## src/sv/clr_pkg.sv

```systemverilog
// Shared constants, codes and types for the colormap lookup block.
`default_nettype none

package clr_pkg;

    localparam int NUM_MAPS    = 4;
    localparam int MAP_ENTRIES = 256;
    localparam int MEM_DEPTH   = NUM_MAPS * MAP_ENTRIES;
    localparam int ADDR_W      = (MEM_DEPTH > 1) ? $clog2(MEM_DEPTH) : 1;
    localparam int ENT_W       = $clog2(MAP_ENTRIES);
    localparam int COLOR_W     = 24;
    localparam int CFG_W       = 3;
    localparam int MAP_W       = 2;

    localparam logic [1:0] MODE_WRITE  = 2'd0;
    localparam logic [1:0] MODE_APPLY  = 2'd1;
    localparam logic [1:0] MODE_REVERT = 2'd2;

    localparam logic [1:0] ST_OK         = 2'd0;
    localparam logic [1:0] ST_NOT_LOADED = 2'd1;
    localparam logic [1:0] ST_NO_MATCH   = 2'd2;

    typedef enum logic [1:0] {
        S_IDLE,
        S_APPLY,
        S_SCAN,
        S_EMIT
    } state_t;

    typedef struct packed {
        logic                we;
        logic [ADDR_W-1:0]   waddr;
        logic [COLOR_W-1:0]  wdata;
        logic [ADDR_W-1:0]   raddr;
    } mem_req_t;

    function automatic logic [ADDR_W-1:0] map_addr(input logic [MAP_W-1:0] map,
                                                   input logic [ENT_W-1:0] entry);
        return ADDR_W'(32'(map) * 32'(MAP_ENTRIES) + 32'(entry));
    endfunction

endpackage

`default_nettype wire

```

## src/sv/clr_ctrl.sv

```systemverilog
// Item sequencer: table writes, apply lookups, revert scans and the output register.
`default_nettype none

module clr_ctrl
    import clr_pkg::*;
(
    input  wire logic               aclk,
    input  wire logic               aresetn,
    input  wire logic               cfg_wen,
    input  wire logic [CFG_W-1:0]   cfg_wdata,
    input  wire logic               s_tvalid,
    output logic                    s_tready,
    input  wire logic [31:0]        s_tdata,
    input  wire logic [3:0]         s_tuser,
    output logic                    m_tvalid,
    input  wire logic               m_tready,
    output logic [31:0]             m_tdata,
    output logic [1:0]              m_tuser,
    output mem_req_t                mem_req,
    input  wire logic [COLOR_W-1:0] rd_data
);

    state_t             state_reg, state_next;
    logic [CFG_W-1:0]   maps_loaded_reg;
    logic [MAP_W-1:0]   map_reg;
    logic [COLOR_W-1:0] want_reg;
    logic [ENT_W-1:0]   idx_reg;
    logic [31:0]        res_data_reg;
    logic [1:0]         res_status_reg;
    logic               m_tvalid_reg;
    logic [31:0]        m_tdata_reg;
    logic [1:0]         m_tuser_reg;

    logic [1:0]         in_mode;
    logic [MAP_W-1:0]   in_map;
    logic [7:0]         in_entry;
    logic [7:0]         in_c0;
    logic [7:0]         in_c1;
    logic [7:0]         in_c2;
    logic               accept;
    logic               loaded;
    logic               c0_in_range;
    logic               write_ok;
    logic               out_free;
    logic               out_load;
    logic               scan_hit;
    logic               scan_last;

    assign in_mode  = s_tuser[1:0];
    assign in_map   = s_tuser[3:2];
    assign in_entry = s_tdata[7:0];
    assign in_c0    = s_tdata[15:8];
    assign in_c1    = s_tdata[23:16];
    assign in_c2    = s_tdata[31:24];

    assign accept      = s_tvalid && s_tready;
    assign loaded      = (32'(in_map) < 32'(maps_loaded_reg)) && (32'(in_map) < 32'(NUM_MAPS));
    assign c0_in_range = 32'(in_c0) < 32'(MAP_ENTRIES);
    assign write_ok    = (32'(in_map) < 32'(NUM_MAPS)) && (32'(in_entry) < 32'(MAP_ENTRIES));
    assign out_free    = !m_tvalid_reg || m_tready;
    assign scan_hit    = rd_data == want_reg;
    assign scan_last   = idx_reg == ENT_W'(MAP_ENTRIES - 1);

    always_comb begin
        state_next = state_reg;
        unique case (state_reg)
            S_IDLE: begin
                if (accept) begin
                    priority case (in_mode)
                        MODE_APPLY:  state_next = (loaded && c0_in_range) ? S_APPLY : S_EMIT;
                        MODE_REVERT: state_next = loaded ? S_SCAN : S_EMIT;
                        default:     state_next = S_IDLE;
                    endcase
                end
            end
            S_APPLY: state_next = S_EMIT;
            S_SCAN: begin
                if (scan_hit || scan_last) begin
                    state_next = S_EMIT;
                end
            end
            S_EMIT: begin
                if (out_free) begin
                    state_next = S_IDLE;
                end
            end
            default: state_next = S_IDLE;
        endcase
    end

    always_comb begin
        s_tready      = state_reg == S_IDLE;
        out_load      = (state_reg == S_EMIT) && out_free;
        mem_req.we    = accept && (in_mode == MODE_WRITE) && write_ok;
        mem_req.waddr = map_addr(in_map, ENT_W'(in_entry));
        mem_req.wdata = {in_c2, in_c1, in_c0};
        unique case (state_reg)
            S_IDLE: begin
                if (in_mode == MODE_REVERT) begin
                    mem_req.raddr = map_addr(in_map, '0);
                end else begin
                    mem_req.raddr = map_addr(in_map, ENT_W'(in_c0));
                end
            end
            S_SCAN:  mem_req.raddr = map_addr(map_reg, idx_reg + ENT_W'(1));
            default: mem_req.raddr = map_addr(map_reg, idx_reg);
        endcase
    end

    always_ff @(posedge aclk) begin
        if (!aresetn) begin
            state_reg       <= S_IDLE;
            maps_loaded_reg <= '0;
            m_tvalid_reg    <= 1'b0;
        end else begin
            state_reg <= state_next;
            if (cfg_wen) begin
                maps_loaded_reg <= cfg_wdata;
            end
            if (out_load) begin
                m_tvalid_reg <= 1'b1;
            end else if (m_tready) begin
                m_tvalid_reg <= 1'b0;
            end
        end
    end

    always_ff @(posedge aclk) begin
        unique case (state_reg)
            S_IDLE: begin
                if (accept) begin
                    map_reg        <= in_map;
                    want_reg       <= {in_c0, in_c1, in_c2};
                    idx_reg        <= '0;
                    res_status_reg <= ST_NOT_LOADED;
                    if (in_mode == MODE_APPLY) begin
                        res_data_reg <= {8'd0, in_c2, in_c1, in_c0};
                    end else begin
                        res_data_reg <= '0;
                    end
                end
            end
            S_APPLY: begin
                res_data_reg   <= {8'd0, rd_data[7:0], rd_data[15:8], rd_data[23:16]};
                res_status_reg <= ST_OK;
            end
            S_SCAN: begin
                if (scan_hit) begin
                    res_data_reg   <= {8'(idx_reg), 24'd0};
                    res_status_reg <= ST_OK;
                end else if (scan_last) begin
                    res_data_reg   <= '0;
                    res_status_reg <= ST_NO_MATCH;
                end else begin
                    idx_reg <= idx_reg + ENT_W'(1);
                end
            end
            default: begin
            end
        endcase
        if (out_load) begin
            m_tdata_reg <= res_data_reg;
            m_tuser_reg <= res_status_reg;
        end
    end

    assign m_tvalid = m_tvalid_reg;
    assign m_tdata  = m_tdata_reg;
    assign m_tuser  = m_tuser_reg;

endmodule

`default_nettype wire

```

## config.mk

```make
export PLATFORM = sky130hd
export DESIGN_NAME = clr_ctrl
export DESIGN_NICKNAME = d
export VERILOG_FILES = /design/src/sv/clr_pkg.sv /design/src/sv/clr_ctrl.sv
export SDC_FILE = /design/constraint.sdc
export NUM_CORES = 1
export LEC_CHECK = 0
export ABC_AREA = 1
export ABC_CLOCK_PERIOD_IN_PS = 4110
export BUFFER_PORTS_ARGS = -buffer_cell sky130_fd_sc_hd__buf_2
export CORE_ASPECT_RATIO = 1.4
export CORE_UTILIZATION = 30
export CTS_CLUSTER_DIAMETER = 120
export DETAILED_ROUTE_END_ITERATION = 10
export PLACE_DENSITY = 0.62
export SYNTH_ARGS = -nofsm -noshare
export SYNTH_HDL_FRONTEND = slang
export SYNTH_SLANG_ARGS = --single-unit
```

## constraint.sdc

```tcl
create_clock -name aclk -period 4.11 [get_ports aclk]
set_input_delay 0.2055 -clock aclk [delete_from_list [all_inputs] [get_ports aclk]]
set_output_delay 0.2055 -clock aclk [all_outputs]
set_load 0.01 [all_outputs]
```

# Word-level counts from Yosys, hierarchy flattened
# Index checks and enable logic that the tools add are counted.
# totals
output_inout_bits,81
ff_bits,108
wordCells,68
in_bits,68
# op_classes
addsub,5
muxes,24
n_reduce_logical,15
magnitude_cmp,1
eq_ne,13
# ops
op,count
32-bit two-way mux,3
32-bit one-hot mux with 3 select lines,1
10-bit by 8-bit adder with 10-bit output,4
24-bit equality test,1
24-bit two-way mux,1
8-bit two-way mux,3
10-bit one-hot mux with 2 select lines,1
8-bit one-hot mux with 2 select lines,1
2-bit two-way mux,7
10-bit two-way mux,1
"8-bit by 1-bit adder with 8-bit output, second input constant",1
"8-bit equality test, second input constant",1
"2-bit inequality test, second input constant",4
2-bit one-hot mux with 4 select lines,1
"2-bit equality test, second input constant",3
2-bit one-hot mux with 3 select lines,1
3-bit AND reduction,2
"2-bit by 1-bit equality test with 1-bit output, second input constant",2
2-bit zero test,2
2-bit one-hot mux with 2 select lines,1
4-bit AND reduction,1
2-bit nonzero test,2
1-bit logical AND,3
2-bit by 3-bit < comparator with 1-bit output,1
7 further kinds,10

# Longest topological paths before layout
# logic_depth
depth_word,5
ltp_mapped,11
depth_no_buf,11

# Worst setup path after synthesis
# OpenSTA, ideal clock, no wires.
# synth_path
path_type,flip-flop to flip-flop
start,register idx_reg[0]
end,register res_data_reg[0] (enable)
t_arrival_ns,2.592
period_less_slack_ns,3.017
setup_slack_ns,1.093
stages_incl_launch_ff,10
cell_sequence,edfxtp_1 ha_1 nand2_1 inv_1 nand3_1 nor2_1 a31oi_1 nand2_2 nand2_1 nor2_1
# synth_via
elab_chain_len,3
# synth_rtl
element,line,source
start: declaration,clr_ctrl.sv:27,logic [ENT_W-1:0] idx_reg;
start signal: assignment,clr_ctrl.sv:155,idx_reg <= idx_reg + ENT_W'(1);
8-bit equality test,clr_ctrl.sv:62,assign scan_last = idx_reg == ENT_W'(MAP_ENTRIES - 1);
3-bit inequality test (no source line),n/a,
3-bit AND reduction (no source line),n/a,
end signal: assignment,clr_ctrl.sv:137,"res_data_reg <= {8'd0, in_c2, in_c1, in_c0};"
end signal: assignment,clr_ctrl.sv:144,"res_data_reg <= {8'd0, rd_data[7:0], rd_data[15:8], rd_data[23:16]};"
end signal: assignment,clr_ctrl.sv:149,"res_data_reg <= {8'(idx_reg), 24'd0};"
end: declaration,clr_ctrl.sv:28,logic [31:0] res_data_reg;
# Every way passes these cells.
# A chain may end at the register's enable or synchronous reset.

# Worst setup path in the final report
# layout_path
start,register idx_reg[0]
end,register res_data_reg[1] (enable)
# The elaborated chain is that of the path after synthesis.

==> results_dict.tcl <==
set metrics [dict create \
    wl_um 11000 \
    die_h_um 155 \
    track_usage 0.132 \
    dp_slack_ns 1.54 \
    multi_input_area_um2 1230 \
    drt-pass1-iter-count 7 \
    r2r_cells 9 \
    io_buffers 132 \
    vias 3430 \
    tritoncts "built" \
    setup_violations 0 \
    dpl_cell_area_um2 5650 \
    drive_above_1_share 0.267 \
    cts.clk_slew.worst_paths_ns 0.07 \
    fin_area_um2 5950 \
    cts-htree-levels 3 \
    initial_core_util 0.308 \
    synth_nets 552 \
    grt_pass1_wl_um 17100 \
    grt_overflow 0 \
    dieArea_um2 17200 \
    fin_worst_skew_ns 0.0104 \
    synth.avg_cell_area_um2 10.6 \
    worstPathRequired_ns 4.07 \
    grt_pass1_vias 3301 \
    report.final.slew_viol_count 0 \
    hpwl_um 8120 \
    drtAntennaViolNets 0 \
    clockRootBuffer "clkbuf_16" \
    seq_area_frac_synth 0.636 \
    wl_per_cell_um 14.2 \
    antenna_found_initial 1 \
    diodes 0 \
    dp_cells 763 \
    critPathMaxFanout 34 \
    nNetsFinal 653 \
    cts_resized 0 \
    hold_path_depth 1 \
    violations "DRC" \
    setup_ws_ns 1.60 \
    rows 55 \
    remaining_drc_errors 18 \
    slew-limit-headroom 0.255 \
    finalCritPeriodShare 0.610 \
    insertion_delay_ns 0.34 \
    synthesis.area_um2 5000 \
    routed_via_density 4.40 \
    irDropWorstVdd_mv 0.273 \
    power.leakage_nw 2.73 \
    tightest_slew_ns 1.11 \
    finalPower_mw 3.65 \
    post-cts-setup-buffer-count 0 \
    endpoint_kind "flip-flop" \
    fin_crit_ns 2.51 \
    ys_ff_latch 108 \
    die_x_um 111 \
    powerDensity_nw_per_um2 614 \
    area_growth_pct 18.9 \
    io_pins 149 \
    fillers 1627 \
    clock-sinks 108 \
    maxCapViolations 0 \
    cts_buffer_depth 2 \
    drt_iter0_markers 237 \
    setup.worst_path.class "reg2reg" \
    fin_cells 779 \
    grt_max_degree 46 \
    syn_inst 474 \
    numCtsBuffers 9 \
    worst_setup_path_start_kind "flip-flop" \
    rsz0062_at_grt "no" \
    max_freq_ghz 0.399 \
    hold_buffers 0 \
    status "complete, but fails checks" \
    final_util 0.366 \
    tns_ns 0 \
    synth.distinct_cells 27 \
    crit_arrival_ns 2.47 \
    hold_ws_ns 0.0652 \
    gp_congestion 0.845 \
    hold_path_class "in2reg" \
    hold_viol_final 0 \
    seqCellArea_um2 3180 \
    yosys_warnings 0 \
    fp.coreArea_um2 16200 \
]
-- path summary, 6_finish.rpt --
kind	startpoint	end	slack (ns)
max	idx_reg[0]	res_data_reg[1]	1.60
min reg2reg	res_data_reg[31]	m_tdata[31]	0.42
max reg2reg	idx_reg[0]	res_data_reg[1]	1.60
min	s_tdata[30]	want_reg[6]	0.07
-- cell families (layout without fill, tap and decap cells) --
kind of cell    count (synthesis)  in the layout  share of synthesized area
simple gates                  173            173                      0.142
fa+ha+maj                      10             10                     0.0250
flops                         108            108                      0.636
buf+inv                       129            235                      0.122
xor+xnor                        2              2                    0.00350
compound gates                 52             52                     0.0710
-- cells in the mapped netlist --
cell | n | area, um2
a21boi_0 | 1 | 7.51
a21oi_1 | 10 | 50.1
a221o_1 | 2 | 20.0
a22o_1 | 1 | 8.76
a31oi_1 | 1 | 6.26
buf_1 | 2 | 7.51
buf_2 | 1 | 5.00
buf_4 | 34 | 255
clkbuf_1 | 6 | 22.5
dfxtp_1 | 6 | 120
edfxtp_1 | 102 | 3060
ha_1 | 10 | 125
inv_1 | 82 | 308
inv_2 | 4 | 15.0
nand2_1 | 97 | 364
nand2_2 | 1 | 6.26
nand3_1 | 33 | 165
nand3b_4 | 1 | 20.0
nor2_1 | 40 | 150
nor3_1 | 1 | 5.00
o211ai_1 | 1 | 7.51
o21ai_0 | 9 | 45.0
o221ai_1 | 4 | 35.0
o22ai_1 | 1 | 6.26
o31ai_1 | 19 | 143
o32ai_1 | 3 | 26.3
xor2_1 | 2 | 17.5
-- routing by layer --
layer / vias to the layer above / share of wire / GRT usage
met5: - / 0.0012 / 0
met2: 94 / 0.51 / 0.232
li1: 1748 / - / -
met1: 1572 / 0.42 / 0.151
met3: 14 / 0.056 / 0.0259
met4: 2 / 0.020 / 0.0740
-- cell usage in the layout, fill, tap and decap left out, types with 3 or more instances in the layout --
| master | instances |
|---|---|
| buf_2 | 132 |
| edfxtp_1 | 102 |
| nand2_1 | 97 |
| inv_1 | 82 |
| nor2_1 | 39 |
| nand3_1 | 33 |
| o31ai_1 | 19 |
| ha_1 | 10 |
| a21oi_1 | 9 |
| o21ai_0 | 9 |
| clkbuf_16 | 9 |
| dfxtp_1 | 6 |
| inv_2 | 4 |
| o221ai_1 | 4 |
| o32ai_1 | 3 |
-- worst max-delay path: stages, from the launching register on --
cell      delay [ns]
edfxtp_1        0.42
ha_1            0.19
nand2_1         0.06
inv_1           0.07
nand3_1         0.11
nor2_1          0.15
a31oi_1         0.12
nand2_2         0.13
nand2_1         0.10
nor2_4          0.76
-- power by group --
part,switching (mW),internal [mW]
clock network,0.397,0.481
registers,0.107,1.65
logic,0.731,0.287
total,1.23,2.42
-- layout make-up --
type	instances	share of cell area
inverters	86	0.0542
repair buffers	133	0.112
clock buffers	10	0.0385
clock inverters	6	0.0122
flip-flops and latches	108	0.535
multi-input cells	237	0.206
well taps	199	0.0418
(Power assumes the default switching activity.)
